$ cat src/rtl/core/sbph_pkg.sv
// ----------------------------------------------------------------------------
// sbph_pkg
// Types, constants and register map shared by the spectrum bar peak hold core.
// ----------------------------------------------------------------------------
package sbph_pkg;

   localparam int MAX_COLUMNS_DEF = 1024;
   localparam int HEIGHT_BITS_DEF = 10;

   localparam int REQ_DATA_W = 24;
   localparam int RSP_DATA_W = 96;
   localparam int CSR_ADDR_W = 3;
   localparam int CSR_DATA_W = 19;

   // power of two, pointers wrap freely
   localparam int QUEUE_DEPTH = 4;
   localparam int QPTR_W      = $clog2(QUEUE_DEPTH);
   localparam int QCNT_W      = $clog2(QUEUE_DEPTH + 1);

   localparam int LEVEL_W  = 21;
   localparam int NUMER_W  = 26;   // (level + 100000) * height, divided by 16
   localparam int CPROD_W  = 21;   // index * width
   localparam int CDEN_W   = 11;   // sample count

   // 70000 = 16 * 4375; the low four bits are dropped, then
   // n / 4375 = (n * HRECIP) >> HRECIP_SH, exact for n < 2^26
   localparam int HQUOT_W   = 14;
   localparam int HRECIP_W  = 27;
   localparam int HRECIP_SH = 39;
   localparam logic [HRECIP_W-1:0] HRECIP   = 27'd125658472;
   localparam logic [LEVEL_W-1:0]  LVL_BIAS = 21'd100000;

   localparam logic [10:0] RST_SCREEN_WIDTH  = 11'd320;
   localparam logic [9:0]  RST_SCREEN_HEIGHT = 10'd240;
   localparam logic [10:0] RST_SAMPLE_COUNT  = 11'd256;
   localparam logic [18:0] RST_AMP_OFFSET    = 19'h6_7960;  // -100000
   localparam logic [10:0] RST_AMP_STEP      = 11'd500;
   localparam logic        RST_PIXELS_16BIT  = 1'b1;

   localparam logic [23:0] RGB565_RED    = 24'h00F800;
   localparam logic [23:0] RGB565_YELLOW = 24'h00FE40;
   localparam logic [23:0] RGB565_GREEN  = 24'h000640;
   localparam logic [23:0] RGB565_WHITE  = 24'h00FFFF;
   localparam logic [23:0] RGB888_RED    = 24'hFF0000;
   localparam logic [23:0] RGB888_YELLOW = 24'hFFC800;
   localparam logic [23:0] RGB888_GREEN  = 24'h00C800;
   localparam logic [23:0] RGB888_WHITE  = 24'hFFFFFF;

   typedef enum logic [CSR_ADDR_W-1:0] {
      REG_SCREEN_WIDTH  = 3'd0,
      REG_SCREEN_HEIGHT = 3'd1,
      REG_SAMPLE_COUNT  = 3'd2,
      REG_AMP_OFFSET    = 3'd3,
      REG_AMP_STEP      = 3'd4,
      REG_PIXELS_16BIT  = 3'd5
   } reg_index_type;

   typedef enum logic [1:0] {
      CLASS_WEAK   = 2'd0,
      CLASS_MEDIUM = 2'd1,
      CLASS_STRONG = 2'd2
   } level_class_type;

   typedef struct packed {
      logic [10:0] screen_width;
      logic [9:0]  screen_height;
      logic [10:0] sample_count;
      logic [18:0] amp_offset;
      logic [10:0] amp_step;
      logic        pixels_16bit;
   } cfg_type;

   typedef struct packed {
      logic [NUMER_W-1:0] numer;
      logic [CPROD_W-1:0] cprod;
   } job_type;

endpackage

$ cat src/rtl/core/sbph_front.sv
// ----------------------------------------------------------------------------
// sbph_front
// Accepts samples, forms the level and the scaled products, queues a job.
// ----------------------------------------------------------------------------
module sbph_front import sbph_pkg::*; (
   input  logic                  clock,
   input  logic                  reset,
   input  cfg_type               cfg,
   input  logic                  clearing,
   input  logic [QCNT_W-1:0]     q_count,
   input  logic                  req_tvalid,
   output logic                  req_tready,
   input  logic [REQ_DATA_W-1:0] req_tdata,   // [9:0] sample_index, [17:10] sample_code
   output logic                  push_valid,
   output job_type               push_job
);

   logic [9:0]         idx;
   logic [7:0]         code;
   logic [10:0]        count_m1;
   logic [9:0]         idx_c;
   logic [18:0]        amp_prod;
   logic [LEVEL_W-1:0] lvl_in;
   logic [19:0]        lvl_pos;
   logic [29:0]        numer_in;
   logic [CPROD_W-1:0] cprod_in;
   logic [QCNT_W:0]    occ;
   logic               accept;

   logic               s1_valid_ff;
   logic [LEVEL_W-1:0] s1_lvl_ff;
   logic [9:0]         s1_idx_ff;
   logic               s2_valid_ff;
   logic [29:0]        s2_numer_ff;
   logic [CPROD_W-1:0] s2_cprod_ff;

   assign idx      = req_tdata[9:0];
   assign code     = req_tdata[17:10];
   assign count_m1 = (cfg.sample_count == 11'd0) ? 11'd0 : cfg.sample_count - 11'd1;
   assign idx_c    = ({1'b0, idx} > count_m1) ? count_m1[9:0] : idx;
   assign amp_prod = {11'b0, code} * {8'b0, cfg.amp_step};
   assign lvl_in   = {{2{cfg.amp_offset[18]}}, cfg.amp_offset} + {2'b00, amp_prod} + LVL_BIAS;

   // a negative level clamps to a height of zero
   assign lvl_pos  = s1_lvl_ff[LEVEL_W-1] ? 20'd0 : s1_lvl_ff[19:0];
   assign numer_in = {10'b0, lvl_pos} * {20'b0, cfg.screen_height};
   assign cprod_in = {11'b0, s1_idx_ff} * {10'b0, cfg.screen_width};

   assign occ = (QCNT_W+1)'(q_count) + (QCNT_W+1)'(s1_valid_ff) + (QCNT_W+1)'(s2_valid_ff);
   assign req_tready = !clearing && (occ < (QCNT_W+1)'(QUEUE_DEPTH));
   assign accept     = req_tvalid && req_tready;

   always_ff @(posedge clock) begin
      if (reset) begin
         s1_valid_ff <= 1'b0;
         s2_valid_ff <= 1'b0;
      end else begin
         s1_valid_ff <= accept;
         s2_valid_ff <= s1_valid_ff;
      end
   end

   always_ff @(posedge clock) begin
      if (accept) begin
         s1_lvl_ff <= lvl_in;
         s1_idx_ff <= idx_c;
      end
      if (s1_valid_ff) begin
         s2_numer_ff <= numer_in;
         s2_cprod_ff <= cprod_in;
      end
   end

   assign push_valid     = s2_valid_ff;
   assign push_job.numer = s2_numer_ff[29:4];
   assign push_job.cprod = s2_cprod_ff;

endmodule

$ cat config.mk
export PLATFORM = sky130hd
export DESIGN_NAME = sbph_front
export DESIGN_NICKNAME = d
export VERILOG_FILES = /design/src/rtl/core/sbph_pkg.sv /design/src/rtl/core/sbph_front.sv
export SDC_FILE = /design/constraint.sdc
export NUM_CORES = 1
export LEC_CHECK = 0
export BUFFER_PORTS_ARGS = -buffer_cell sky130_fd_sc_hd__buf_2
export CAP_MARGIN = 20
export CORE_MARGIN = 2
export CORE_UTILIZATION = 38
export DETAILED_ROUTE_END_ITERATION = 16
export GPL_TIMING_DRIVEN = 1
export SYNTH_ARGS = -nofsm -noshare
export SYNTH_HDL_FRONTEND = slang
export SYNTH_SLANG_ARGS = --single-unit
$ cat constraint.sdc
create_clock -name clock -period 8.8 [get_ports clock]
set_input_delay 0.88 -clock clock [delete_from_list [all_inputs] [get_ports clock]]
set_output_delay 0.88 -clock clock [all_outputs]
set_load 0.05 [all_outputs]
== Word level (Yosys, flattened, before mapping) ==
Cells that the tools add are included.

* $add $sub $neg: 5
* Multipliers: 3
* Div/mod/pow operators: 0
* Magnitude comparators: 2
* Eq/ne operators: 0
* Shifts and indexed selects: 0
* Multiplexer cells: 3
* Bitwise logic cells: 0
* Reduce and logical (&&, ||, !) cells: 4

{| class="wikitable"
|+ Operators by type and width
! kind !! count
|-
| 20-bit by 10-bit multiplier with 30-bit output || 1
|-
| 19-bit by 20-bit adder with 21-bit output || 1
|-
| 21-bit by 17-bit adder with 21-bit output, second input constant || 1
|-
| 10-bit by 11-bit multiplier with 21-bit output || 1
|-
| 20-bit 2-to-1 mux || 1
|-
| 8-bit by 11-bit multiplier with 19-bit output || 1
|-
| 10-bit by 11-bit greater-than comparator with 1-bit output || 1
|-
| 11-bit zero test || 1
|-
| 11-bit 2-to-1 mux || 1
|-
| 11-bit by 1-bit subtractor with 11-bit output, second input constant || 1
|-
| 10-bit 2-to-1 mux || 1
|-
| 3-bit by 1-bit adder with 4-bit output || 1
|-
| 4-bit by 1-bit adder with 4-bit output || 1
|-
| 4-bit by 3-bit less-than comparator with 1-bit output, second input constant || 1
|-
| 1-bit logical AND || 2
|-
| 1-bit zero test || 1
|}

* Flip-flop bits (word level): 84
* Bits in latches: 0
* Memory bits (writable): 0
* Bits in read-only memories: 0
* Input bits: 94
* Output and inout bits: 49
* Word-level logic and storage cells: 23
* Memories: 0

== Longest topological paths before layout ==
* Depth after elaboration: 5
* Gate-level depth with buffers: 27
* Gate-level depth less buffers: 26

== Worst setup path after synthesis ==
No wires, ideal clock.

* Path type: input to register
* Start point: in req_tdata[12]
* End point: reg s1_lvl_ff[20], data pin
* Library setup time: 0.258 ns
* Arrival: 6.407 ns
* Data required time: 8.542 ns
* Path slack: 2.135 ns
* Cell stages on the path: 24
* Path buffers: 1
* Cell sequence: clkbuf_1 nand2_1 fa_1 inv_1 fa_1 fa_1 inv_1 fa_1 inv_1 ha_1 a21o_1 a21o_1 nand2_1 o21ai_0 or2_2 a21oi_1 xnor2_1 ha_1 ha_1 and3_2 a211o_1 a2111o_1 a31oi_1 xnor2_1

* Word-level cells in the longest chain between the ends: 3

{| class="wikitable"
|+ RTL lines
! item !! RTL line !! source
|-
| from (decl) || sbph_front.sv:13 || <nowiki>input logic [REQ_DATA_W-1:0] req_tdata,</nowiki>
|-
| 8-bit by 11-bit multiplier with 19-bit output || sbph_front.sv:41 || <nowiki>assign amp_prod = {11'b0, code} * {8'b0, cfg.amp_step};</nowiki>
|-
| 19-bit by 20-bit adder with 21-bit output || sbph_front.sv:42 || <nowiki>assign lvl_in = {{2{cfg.amp_offset[18]}}, cfg.amp_offset} + {2'b00, amp_prod} + LVL_BIAS;</nowiki>
|-
| 21-bit by 17-bit adder with 21-bit output || sbph_front.sv:42 ||
|-
| net lvl_in[20] || sbph_front.sv:23 || <nowiki>logic [LEVEL_W-1:0] lvl_in;</nowiki>
|-
| to (signal assigned) || sbph_front.sv:65 || <nowiki>s1_lvl_ff <= lvl_in;</nowiki>
|-
| to (decl) || sbph_front.sv:31 || <nowiki>logic [LEVEL_W-1:0] s1_lvl_ff;</nowiki>
|}

The timed path passes the listed nets, and every way through them passes these cells.
A chain may end at the register's enable or synchronous reset.

== Worst setup path in the final report ==
* Start point: reg s1_lvl_ff[20]
* End point: reg s2_numer_ff[28], data pin

* Word-level cells in the longest chain between the ends: 2

{| class="wikitable"
|+ RTL lines
! item !! RTL line !! source
|-
| 20-bit 2-to-1 mux || sbph_front.sv:45 || <nowiki>assign lvl_pos = s1_lvl_ff[LEVEL_W-1] ? 20'd0 : s1_lvl_ff[19:0];</nowiki>
|-
| 20-bit by 10-bit multiplier with 30-bit output || sbph_front.sv:46 || <nowiki>assign numer_in = {10'b0, lvl_pos} * {20'b0, cfg.screen_height};</nowiki>
|-
| net numer_in[28] || sbph_front.sv:25 || <nowiki>logic [29:0] numer_in;</nowiki>
|-
| to (signal assigned) || sbph_front.sv:69 || <nowiki>s2_numer_ff <= numer_in;</nowiki>
|-
| to (decl) || sbph_front.sv:34 || <nowiki>logic [29:0] s2_numer_ff;</nowiki>
|}

The timed path passes the listed nets, and every way through them passes these cells.

==> results.ini <==
[synthesis]
synthTopCellsByArea=fa_1 (32%), ha_1 (16%), edfxtp_1 (14%)
muxShareOfSynthArea_pct=0.6155
ys_types=54
synthDominantCellAreaShare_pct=32.34
synth_xor_area_share_pct=4.361
synth.largest_area_cell=fa_1
yosys.area_share.simple_pct=16.69
syn_inst=1757
synth_common_cells=inv_1 (328), fa_1 (266), nand2_1 (245)
synth_adder_area_share_pct=48.14
synth_compound_area_share_pct=6.633
synth_top_family_by_area=adder cells
synth_nets=2325
synthesis.area_mm2=0.01647
ys_seq_area_share_pct=14.47
syn_area_per_cell_um2=9.372
synthArstFlopShare_pct=0
synth-edff-count=78
yosys_register_bits=80
synth.most_common_cell=inv_1
synth_top_flop_cell=edfxtp_1
ys_warn_count=0

[pwr]
p_per_area_mw_per_mm2=381.2
p_sw_uw=3343
pwr-share-comb_pct=81.8
p_sw_share_pct=48.80
internal-power_uw=3507
peakVddDrop_mv=0.2917
pwr-share-seq_pct=12.1
p_leak_uw=0.009025
clock_power_share_pct=6.1

[critical_path]
cp_max_fo=20
cp-end-kind=register
critPathSlowestCell=nor2b_1
path_class=register to register
crit_arrival_ps=6810
path_cells=nor2b_1 > nand2_1 > fa_1 > inv_1 > fa_1 > fa_1 > fa_1 > inv_1 > fa_1 > inv_1 > ha_1 > nand2_1 > o31a_1 > nor3_1 > o211a_1 > o21ai_2 > o21ai_2 > a211o_1 > a21oi_2 > xnor2_1
cpMostUsedCell=fa_1
cpPeakStageDelay_ps=830
crit_path_start_kind=register
cp.required_ps=8920

[cts]
clk_pin_slew_worst_paths_ps=60
post_cts_resized=0
postCtsHoldBufs=0
clock_latency_ps=370
cts_buffer_depth=2
clk_root_buffer_cell=clkbuf_16
cts_setup_buffers=0
numCtsBuffers=9
clkSinkCount=80
cts_tree=done
cts_max_level=3

[die]
die_x_um=212.2
die_area_mm2=0.04502
die_h_um=212.2
ios=143
core_mm2=0.04289
rows=76
initial_utilization_pct=38.40

[flow_run]
maxCapViolations=0

[sta]
fin_crit_ps=6692
rsz0062_at_grt=no
timing.final.crit_share_pct=76.04
max_freq_ghz=0.1494
relSlewSlack_pct=31.89
whs_ps=717.7
slew_viol_final=0
worstMarginPinSlew_ps=1019
setup_viol=0
hold_viol_final=0
fin_skew_ps=15.74
setup_tns_ps=0

[global_route]
track_usage_pct=17.02
first_global_vias=12520
overflow=0
grt_first_pass_wirelength_mm=61.17
antenna_found_initial=4
grt_max_degree=49

[drt]
drc=0
firstDrtPassIters=5
routed-via-count=11820
via_per_inst=4.860
wire_per_inst_um=14.58
antenna_left=0
drt_iter0_drc=560
wl_mm=35.44

[finish]
finalNetCount=2407
drive_gt1_share_pct=9.821
syn2layout_area_growth_pct=9.133

[placement]
port_buffers=135
post-dp-hpwl_mm=28.69
routabilityCongestion=0.8503

[hold_path]
holdCritPathClass=input pin to register

[run_status]
status=completed

[power groups by stage]
stage                     Combinational, uW  Sequential [uW]  Clock, uW
final                                  5600              831        416
after global routing                   6460              841        443
after CTS                              5680              833        433
after floorplan                        4330              983          0
after detailed placement               5620              840          0
after global placement                 5540              839          0
[flip-flops by register name, indices dropped and copies added (netlist names)]
register / count
push_valid: 1
s1_valid_ff: 1
s2_numer_ff: 26
s1_lvl_ff: 21
s1_idx_ff: 10
s2_cprod_ff: 21
[placed cells by master, fill, tap and decap left out, drive strengths merged, types with 10 or more instances in the layout]
master  count
nor2b      30
edfxtp     78
nor3       16
o21a       12
xor2       24
and2      178
nand2     245
inv       329
nor2       41
ha        208
fa        266
a21oi      49
nand3      10
o21ai      25
a21o       29
xnor2      58
buf       141
[cell type report]
class / count / area (um2)
fillers: 4260 / 24920
inverters: 328 / 1231
multi-input cells: 1279 / 12590
clock buffers: 9 / 225.2
clock inverters: 6 / 82.58
flip-flops and latches: 80 / 2384
repair buffers: 141 / 720.7
well taps: 585 / 732.0
diodes: 3 / 7.507
[routing by layer]
layer  up-vias  global-route usage (%)  share of wire (%)
met2       270                   28.12                 46
met1      5890                   23.30                 47
met4         2                   4.881                1.7
li1       5610                       -                  -
met3        43                   2.378                4.9
met5         -                       0              0.037
[worst paths after layout]
check / cells past startpoint / from / slack [ps] / to
worst max-delay path: 20 / s1_lvl_ff[20]$_DFFE_PP_ / 2110 / s2_numer_ff[28]$_DFFE_PP_
worst min-delay path: 2 / reset / 720 / s1_valid_ff$_SDFF_PP0_
worst max register to register: 20 / s1_lvl_ff[20]$_DFFE_PP_ / 2110 / s2_numer_ff[28]$_DFFE_PP_
worst min register to register: 1 / s1_idx_ff[0]$_DFFE_PP_ / 860 / s2_cprod_ff[0]$_DFFE_PP_
[critical path: cells and delay by family, from the launching register on]
family / cells / cell delay (ps)
buf+inv: 3 / 150
simple gates: 4 / 1410
flops: 1 / 630
compound gates: 6 / 1260
fa+ha+maj: 6 / 2850
xor+xnor: 1 / 120
[cell families (layout without fill, tap and decap cells)]
family	after synthesis	after routing
xor+xnor	82	82
mux	10	10
fa+ha+maj	474	474
buf+inv	398	484
other cells	0	3
compound gates	157	157
flops	80	80
simple gates	556	556
[per-stage QoR]
step                      utilization (%)  worst slack (ps)  power (uW)  cell area [um2]  cells
after floorplan                         -              2135        5311            16470   1757
after global placement              41.17              1838        6384            17660   2413
after detailed placement            41.17              1778        6461            17660   2413
after CTS                           41.89              2103        6943            17960   2428
after global routing                41.90              1712        7749            17970   2431
final                               41.90              2108        6850            17970   2431
Power figures use the tool's default switching activity.
