--- src/rtl/core/sbph_pkg.sv ---
// ----------------------------------------------------------------------------
// sbph_pkg
// Types, constants and register map shared by the spectrum bar peak hold core.
// ----------------------------------------------------------------------------
package sbph_pkg;

   localparam int MAX_COLUMNS_DEF = 1024;
   localparam int HEIGHT_BITS_DEF = 10;

   localparam int REQ_DATA_W = 24;
   localparam int RSP_DATA_W = 96;
   localparam int CSR_ADDR_W = 3;
   localparam int CSR_DATA_W = 19;

   // power of two, pointers wrap freely
   localparam int QUEUE_DEPTH = 4;
   localparam int QPTR_W      = $clog2(QUEUE_DEPTH);
   localparam int QCNT_W      = $clog2(QUEUE_DEPTH + 1);

   localparam int LEVEL_W  = 21;
   localparam int NUMER_W  = 26;   // (level + 100000) * height, divided by 16
   localparam int CPROD_W  = 21;   // index * width
   localparam int CDEN_W   = 11;   // sample count

   // 70000 = 16 * 4375; the low four bits are dropped, then
   // n / 4375 = (n * HRECIP) >> HRECIP_SH, exact for n < 2^26
   localparam int HQUOT_W   = 14;
   localparam int HRECIP_W  = 27;
   localparam int HRECIP_SH = 39;
   localparam logic [HRECIP_W-1:0] HRECIP   = 27'd125658472;
   localparam logic [LEVEL_W-1:0]  LVL_BIAS = 21'd100000;

   localparam logic [10:0] RST_SCREEN_WIDTH  = 11'd320;
   localparam logic [9:0]  RST_SCREEN_HEIGHT = 10'd240;
   localparam logic [10:0] RST_SAMPLE_COUNT  = 11'd256;
   localparam logic [18:0] RST_AMP_OFFSET    = 19'h6_7960;  // -100000
   localparam logic [10:0] RST_AMP_STEP      = 11'd500;
   localparam logic        RST_PIXELS_16BIT  = 1'b1;

   localparam logic [23:0] RGB565_RED    = 24'h00F800;
   localparam logic [23:0] RGB565_YELLOW = 24'h00FE40;
   localparam logic [23:0] RGB565_GREEN  = 24'h000640;
   localparam logic [23:0] RGB565_WHITE  = 24'h00FFFF;
   localparam logic [23:0] RGB888_RED    = 24'hFF0000;
   localparam logic [23:0] RGB888_YELLOW = 24'hFFC800;
   localparam logic [23:0] RGB888_GREEN  = 24'h00C800;
   localparam logic [23:0] RGB888_WHITE  = 24'hFFFFFF;

   typedef enum logic [CSR_ADDR_W-1:0] {
      REG_SCREEN_WIDTH  = 3'd0,
      REG_SCREEN_HEIGHT = 3'd1,
      REG_SAMPLE_COUNT  = 3'd2,
      REG_AMP_OFFSET    = 3'd3,
      REG_AMP_STEP      = 3'd4,
      REG_PIXELS_16BIT  = 3'd5
   } reg_index_type;

   typedef enum logic [1:0] {
      CLASS_WEAK   = 2'd0,
      CLASS_MEDIUM = 2'd1,
      CLASS_STRONG = 2'd2
   } level_class_type;

   typedef struct packed {
      logic [10:0] screen_width;
      logic [9:0]  screen_height;
      logic [10:0] sample_count;
      logic [18:0] amp_offset;
      logic [10:0] amp_step;
      logic        pixels_16bit;
   } cfg_type;

   typedef struct packed {
      logic [NUMER_W-1:0] numer;
      logic [CPROD_W-1:0] cprod;
   } job_type;

endpackage

--- src/rtl/core/sbph_fifo.sv ---
// ----------------------------------------------------------------------------
// sbph_fifo
// Short job queue between the front pipeline and the back sequencer.
// ----------------------------------------------------------------------------
module sbph_fifo import sbph_pkg::*; (
   input  logic              clock,
   input  logic              reset,
   input  logic              push,
   input  job_type           push_job,
   input  logic              pop,
   output job_type           head_job,
   output logic              empty,
   output logic [QCNT_W-1:0] count
);

   job_type           slot_ff [QUEUE_DEPTH];
   logic [QPTR_W-1:0] wr_ptr_ff;
   logic [QPTR_W-1:0] rd_ptr_ff;
   logic [QCNT_W-1:0] count_ff;
   logic [QCNT_W-1:0] count_in;

   always_comb begin
      count_in = count_ff;
      if (push && !pop) begin
         count_in = count_ff + QCNT_W'(1);
      end else if (pop && !push) begin
         count_in = count_ff - QCNT_W'(1);
      end
   end

   always_ff @(posedge clock) begin
      if (reset) begin
         wr_ptr_ff <= '0;
         rd_ptr_ff <= '0;
         count_ff  <= '0;
      end else begin
         if (push) begin
            wr_ptr_ff <= wr_ptr_ff + QPTR_W'(1);
         end
         if (pop) begin
            rd_ptr_ff <= rd_ptr_ff + QPTR_W'(1);
         end
         count_ff <= count_in;
      end
   end

   always_ff @(posedge clock) begin
      if (push) begin
         slot_ff[wr_ptr_ff] <= push_job;
      end
   end

   assign head_job = slot_ff[rd_ptr_ff];
   assign empty    = (count_ff == '0);
   assign count    = count_ff;

endmodule

--- config.mk ---
export PLATFORM = sky130hd
export DESIGN_NAME = sbph_fifo
export DESIGN_NICKNAME = d
export VERILOG_FILES = /design/src/rtl/core/sbph_pkg.sv /design/src/rtl/core/sbph_fifo.sv
export SDC_FILE = /design/constraint.sdc
export NUM_CORES = 1
export LEC_CHECK = 0
export ABC_AREA = 0
export BUFFER_PORTS_ARGS = -buffer_cell sky130_fd_sc_hd__buf_2
export CAP_MARGIN = 20
export CORE_MARGIN = 2
export CORE_UTILIZATION = 61
export DETAILED_ROUTE_END_ITERATION = 10
export GPL_ROUTABILITY_DRIVEN = 0
export HOLD_SLACK_MARGIN = 0.03
export PLACE_DENSITY = 0.85
export SLEW_MARGIN = 40
export SYNTH_ARGS = -nofsm -noshare
export SYNTH_HDL_FRONTEND = slang
export SYNTH_SLANG_ARGS = --single-unit
export TNS_END_PERCENT = 1
--- constraint.sdc ---
create_clock -name clock -period 4.1 [get_ports clock]
set_input_delay 0 -clock clock [delete_from_list [all_inputs] [get_ports clock]]
set_output_delay 0 -clock clock [all_outputs]
set_load 0.01 [all_outputs]
# Word level (Yosys, flattened, before mapping)

Memory sizes are Yosys's and may differ from the RTL's. A register that Yosys moved wholly into a read port is not among the register bits.
Cells that the tools add are included.

Bits in registers: 7
Latch bits: 0
Bits in writable memories: 188
ROM bits: 0
Bits of input ports: 51
Logic and storage cells: 20
Memories: 1

$add $sub $neg: 4
$mul: 0
Div/mod/pow operators: 0
Order comparisons: 0
Eq/ne operators: 0
Shift operators: 0
Muxes and demuxes: 6
Bitwise operators: 0
Reductions and logical operators: 6

Memory list:

| memory  | depth | width | rd ports | clocked after memory_dff | wr ports | line            | source |
|---|---|---|---|---|---|---|---|
| slot_ff | 4     | 47    | 1        | 1                        | 1        | sbph_fifo.sv:16 | `job_type slot_ff [QUEUE_DEPTH];` |

Operator list:

| operator              | number |
|---|---|
| $mux W3               | 2 |
| $add A2 B1 Y2 const B | 2 |
| $mux W2               | 2 |
| $add A3 B1 Y3 const B | 1 |
| $logic_not A3 Y1      | 1 |
| $sub A3 B1 Y3 const B | 1 |
| $logic_and A1 B1 Y1   | 2 |
| $logic_not A1 Y1      | 2 |
| $mux W1               | 2 |
| $reduce_bool A2 Y1    | 1 |

# Longest topological paths before layout

Gate-level depths: netlist of the first run.

Word-level depth: 4
Depth in mapped cells: 7
Mapped depth without buffers: 7

# Worst setup path before layout of the first run

OpenSTA, ideal clock, no wires.

Path kind: register -> register
From: register wr_ptr_ff[0]
To: memory slot_ff[2][0] in the netlist's numbering (enable)
Setup time: 409 ps
Arrival time: 1667 ps
Required time: 3691 ps
Setup slack: 2023 ps
Cell stages (with the launch flop): 4
Buffers on the path: 0
Cell sequence: dfxtp_1 -> inv_1 -> ha_1 -> and2_1

RTL lines:

| element                | line            | source |
|---|---|---|
| from (decl)            | sbph_fifo.sv:17 | `logic [QPTR_W-1:0] wr_ptr_ff;` |
| from (signal assigned) | sbph_fifo.sv:38 | `wr_ptr_ff <= wr_ptr_ff + QPTR_W'(1);` |
| to (decl)              | sbph_fifo.sv:16 |  |

Straight into the memory's write port.

==> results of run 1 <==
cell usage after synthesis:
cell	n	area [um^2]
or3_1	1	6.26
buf_4	1	7.51
nor3_1	1	5.00
mux4_2	47	1060
xnor2_1	2	17.5
nor2_1	7	26.3
edfxtp_1	188	5650
o21ai_0	1	5.00
mux2i_1	2	20.0
and2_1	4	25.0
nand2_1	1	3.75
xor2_1	3	26.3
clkbuf_1	2	7.51
ha_1	5	62.6
a21oi_1	1	5.00
buf_2	4	20.0
buf_6	1	11.3
dfxtp_1	9	180
inv_1	4	15.0
fa_1	1	20.0
buf_12	3	60.1
through the flow:
| stage | total power, W | setup WS (ps) |
|---|---|---|
| finish | 0.00440 | 1980 |
| global placement | 0.00279 | 2180 |
| global route | 0.00456 | 1830 |
| CTS | 0.00443 | 1910 |
| floorplan | 0.00265 | 2020 |
| detailed placement | 0.00282 | 2140 |
metal layers:
layer / GRT usage [%] / vias to the layer above / share of wire, %
li1: - / 1545 / -
met1: 28.5 / 1717 / 42
met2: 35.3 / 110 / 51
met3: 5.52 / 18 / 5.1
met4: 7.89 / 0 / 1.6
met5: 0 / - / 0
state kept, by name, indices dropped and copies added (netlist names), named ones only:
name and cells:
wr_ptr_ff 2, count 3, slot_ff 188, rd_ptr_ff 2
report_power, final:
| group | switching (W) | internal, W | leakage, nW |
|---|---|---|---|
| combinational | 0.000225 | 0.000229 | 1.03 |
| clock | 0.000695 | 0.000901 | 0.285 |
| sequential | 0.0000434 | 0.00231 | 1.80 |
| total | 0.000964 | 0.00344 | 3.11 |
area by class of cell:
class | count | area share [%]
Clock buffer | 17 | 4.75
Clock inverter | 15 | 1.75
Inverter | 4 | 0.168
Multi-Input combinational cell | 76 | 14.4
Sequential cell | 197 | 65.1
Tap cell | 143 | 2.00
Timing Repair Buffer | 157 | 11.9
how the worst max path moves through the flow:
stage                             from             end  slack, ps  cells after the start
after floorplan           wr_ptr_ff[0]   slot_ff[2][0]       2020                      3
after global placement    wr_ptr_ff[0]  slot_ff[2][35]       2180                      4
after detailed placement  wr_ptr_ff[1]  slot_ff[1][10]       2140                      4
after CTS                         flop    head_job[34]       1910                      3
after global routing              flop    head_job[28]       1830                      3
final                             flop    head_job[34]       1980                      3
cell families (layout without fill, tap and decap cells):
group	count (synthesis)	after routing	synth area share, %
flops	197	197	80.6
mux	49	49	14.9
buf+inv	15	193	1.68
simple gates	14	14	0.917
fa+ha+maj	6	6	1.14
xor+xnor	5	5	0.606
compound gates	2	2	0.138
timing repair:
item / in CTS / in global routing
endpoints found under the setup margin: 0 / 0
buffers inserted: 0 / 0
hold buffers: 50 / 0
hold endpoints to repair: 197 / 0
==> key figures, run 1 <==
Run status
  – Outcome: complete, no violations

Setup path
  – Worst Path Buf+Inv: 2
  – Worst path max stage delay: approximately 660 ps
  – R2r startpoint: wr_ptr_ff[1]
  – Crit Reg-Reg Endpoint: slot_ff[1][1]
  – Worst setup SP type: flop
  – CP max-delay cell: dfxtp_4
  – CP top delay family: flip-flops
  – R2R setup slack: about 2200 ps
  – WS Path Type: reg2out
  – CP cell instances: buf_12 -> mux4_2 -> buf_2
  – Critical Path RT: about 4000 ps
  – Element type at the critical path end: primary output
  – Crit-path max FO: 25
  – Crit path DAT: 2120 ps
  – Worst Reg2Reg Path Length in Cells: 4

Place
  – DP Area: ~7900 um^2
  – Placed insts: about 530
  – Post-DP HPWL: ~7500 um
  – Port bufs: 101

Floorplan
  – FP Rows: 39
  – Die ar.: around 13000 um^2
  – Core area: about 11000 um^2
  – Initial Util: between 60% and 70%
  – I/O pin count: slightly above 100
  – Die width: approximately 110 um
  – Die height: ~110 um

Timing
  – Max-slew headroom: between 50 and 60%
  – Hold Vio Cnt, Final: 0
  – Final Cycle Share: 51.8%
  – Fin Clk Skew: 6.95 ps
  – Worst slew pin tran: 712 ps
  – # setup viols final: 0
  – WHS: about 330 ps
  – Setup TNS: 0 ps
  – FMAX: between 0.4 and 0.5 GHz
  – Final Slew Violations: 0
  – RSZ-0062 raised after global routing: false
  – Crit path time final: 2120 ps

Drt
  – Vias per cell: 5.57
  – Post-DRT Antenna Nets: 0
  – Routed WL: approximately 13000 um
  – Iteration count of the initial detailed-routing pass: 4
  – Routed len/inst: around 21 um
  – Drt first-iter violations: about 260
  – DRC viols: 0
  – Number of vias in the routed layout: 3390

Cells and area
  – Register area: just under 6000 um^2
  – Commonest non-fill, non-tap cells in the layout: edfxtp_1, buf_2, dlygate4sd3_1
  – Commonest non-fill, non-tap cell in the layout: edfxtp_1
  – Area Growth Syn to Fin: 23.9%
  – Layout cells sized above 1: 41.0%
  – Fin nets: between 500 and 600
  – # fillers: a little under 600
  – Post-Layout Cell Count: 609
  – Layout Utilization: 78.1%
  – Finished Cell Area: approximately 9000 um^2
  – Antenna cells: 0
  – Multi-input gate area: 1290 um^2

Yosys
  – Synth warn: 0
  – FF+latch count, synth: slightly below 200
  – Sequential share of the synthesized area: roughly 80%
  – Mean Syn Cell Area: around 25 um^2
  – Synthesized net count: roughly 350
  – Mapped Area: roughly 7200 um^2
  – Yosys cell types: 21
  – Post-Synthesis Cells: around 290

Worst hold path
  – Worst Hold Launch: push_job[41]
  – Worst min-delay path category: in2reg
  – Hold depth: 2
  – Worst hold endpoint: slot_ff[0][41]

Global routing
  – Gr ovfl total: 0
  – Largest net degree at the start of global routing: 48
  – Vias in the first global route: between 3000 and 4000
  – Antenna violations before repair: 0
  – All-Layer GR Usage: 21.5%
  – Wire length of the first global-routing pass: 19800 um

Clocking
  – Clock slew at reported path FFs: roughly 70 ps
  – CTS tree: done
  – CTS buffer count: 17
  – Clock root buffer: clkbuf_16
  – H-tree depth reported by CTS: 4
  – Clock buffer depth: 2
  – Worst skew pair latency: between 400 and 500 ps
  – Clk sink count: 197
  – Post-CTS Resized: 0

Power
  – Pwr dens: 492 nW/um^2
  – Pleak: roughly 3.1 nW
  – Peak supply drop: roughly 0.4 mV

Run
  – Maxcap violations: 0
(Power assumes the default switching activity.)
==> run 2, diff against run 1 <==
Settings changed: CORE_UTILIZATION 61 to 56, PLACE_DENSITY 0.85 to 0.79.
Clock period 4.1 ns to 2.05 ns, I/O delays scaled along.
==> key figures, run 2 (synthesis results as in run 1) <==
Cells and area
  – Layout cells sized above 1: between 40% and 50%
  – Finished Cell Area: 9120 um^2
  – Biggest register: slot_ff
  – Max FFs per register: between 150 and 200
  – # fillers: between 800 and 900
  – Area Growth Syn to Fin: 26.1%
  – Fin nets: 517
  – Multi-input gate area: 1290 um^2
  – Antenna cells: 0
  – Layout Utilization: between 70% and 80%
  – Commonest non-fill, non-tap cell in the layout: edfxtp_1
  – Commonest non-fill, non-tap cells in the layout: edfxtp_1, buf_2, dlygate4sd3_1
  – Register area: approximately 5800 um^2
  – Post-Layout Cell Count: ~650

Setup path
  – Crit-path max FO: 20
  – CP top delay family: flip-flops
  – Crit path DAT: between 1500 and 2000 ps
  – CP max-delay cell: dfxtp_4
  – Worst path max stage delay: about 540 ps
  – Worst Path Buf+Inv: 2
  – Element type at the critical path end: primary output
  – CP cell instances: buf_12 -> mux4_2 -> buf_2
  – WS Path Type: reg2out
  – Worst setup SP type: flop
  – Critical Path RT: just over 2000 ps

Drt
  – Number of vias in the routed layout: 3449
  – Post-DRT Antenna Nets: 0
  – Routed len/inst: 19.4 um
  – DRC viols: 0
  – Routed WL: 12500 um
  – Vias per cell: approximately 5.3
  – Drt first-iter violations: roughly 180
  – Iteration count of the initial detailed-routing pass: 4

Floorplan
  – Initial Util: 57.3%
  – FP Rows: just over 40
  – Core area: ~13000 um^2
  – Die height: approximately 120 um
  – Die width: approximately 120 um
  – I/O pin count: a little over 100
  – Die ar.: between 10000 and 15000 um^2

Clocking
  – Clock root buffer: clkbuf_16
  – CTS buffer count: 17
  – CTS tree: done
  – Clock slew at reported path FFs: ~60 ps
  – Worst skew pair latency: between 400 and 500 ps
  – Clock buffer depth: 2
  – Post-CTS Resized: 0
  – Clk sink count: just under 200
  – H-tree depth reported by CTS: 4

Timing
  – FMAX: 0.517 GHz
  – RSZ-0062 raised after global routing: false
  – WHS: between 300 and 400 ps
  – Worst slew pin tran: about 380 ps
  – Fin Clk Skew: approximately 4.6 ps
  – # setup viols final: 0
  – Max-slew headroom: between 70% and 80%
  – Hold Vio Cnt, Final: 0
  – Final Cycle Share: a little over nine tenths
  – Crit path time final: a little under 2000 ps
  – Final Slew Violations: 0

Global routing
  – Antenna violations before repair: 0
  – All-Layer GR Usage: about a fifth
  – Largest net degree at the start of global routing: 34
  – Wire length of the first global-routing pass: approximately 20000 um
  – Gr ovfl total: 0
  – Vias in the first global route: 3739

Run status
  – Outcome: complete, no violations

Power
  – Total power: ~0.009 W
  – Pwr dens: between 900 and 1000 nW/um^2
  – Peak supply drop: 0.687 mV
  – Pleak: roughly 3.2 nW

Place
  – DP Area: 7990 um^2
  – Port bufs: 101
  – Post-DP HPWL: between 7000 and 8000 um
  – Placed insts: 562

Worst hold path
  – Worst min-delay path category: in2reg

Run
  – Maxcap violations: 0
run 2: per-layer routing:
metal	vias up	part of all wire, %	track usage (%)
met1	1764	41	23.5
li1	1558	-	-
met3	18	5.5	5.09
met4	0	1.7	7.98
met5	-	0	0
met2	109	52	33.0
run 2: report_power, final:
part	switching [W]	total [W]	internal [W]
logic	0.000458	0.000942	0.000483
registers	0.0000736	0.00469	0.00462
clock network	0.00134	0.00337	0.00203
total	0.00188	0.00900	0.00713
run 2: worst paths after layout:
kind | slack [ps] | cells past startpoint | start | end
setup / recovery | 110 | 3 | flop | head_job[34]
hold / removal | 330 | 2 | push_job[24] | slot_ff[3][24]
setup reg to reg | 550 | 4 | count[0] | count[2]
hold reg to reg | 540 | 2 | count[2] | count[2]
run 2: what timing repair did:
| action | CTS | global route |
|---|---|---|
| buffers inserted | 0 | 0 |
| endpoints found under the hold margin | 197 | 0 |
| hold buffers | 51 | 0 |
run 2: cell type report:
class	instances	area share (%)
inverters	4	0.165
flip-flops and latches	197	64.0
clock inverters	15	2.06
multi-input cells	76	14.1
clock buffers	17	4.67
well taps	172	2.36
repair buffers	164	12.7
run 2: stage by stage:
stage	setup TNS, ps	setup WS (ps)
after floorplan	-1960	-26.5
after global placement	0	544
after detailed placement	0	516
after CTS	0	59.0
after global routing	0	17.0
final	0	115
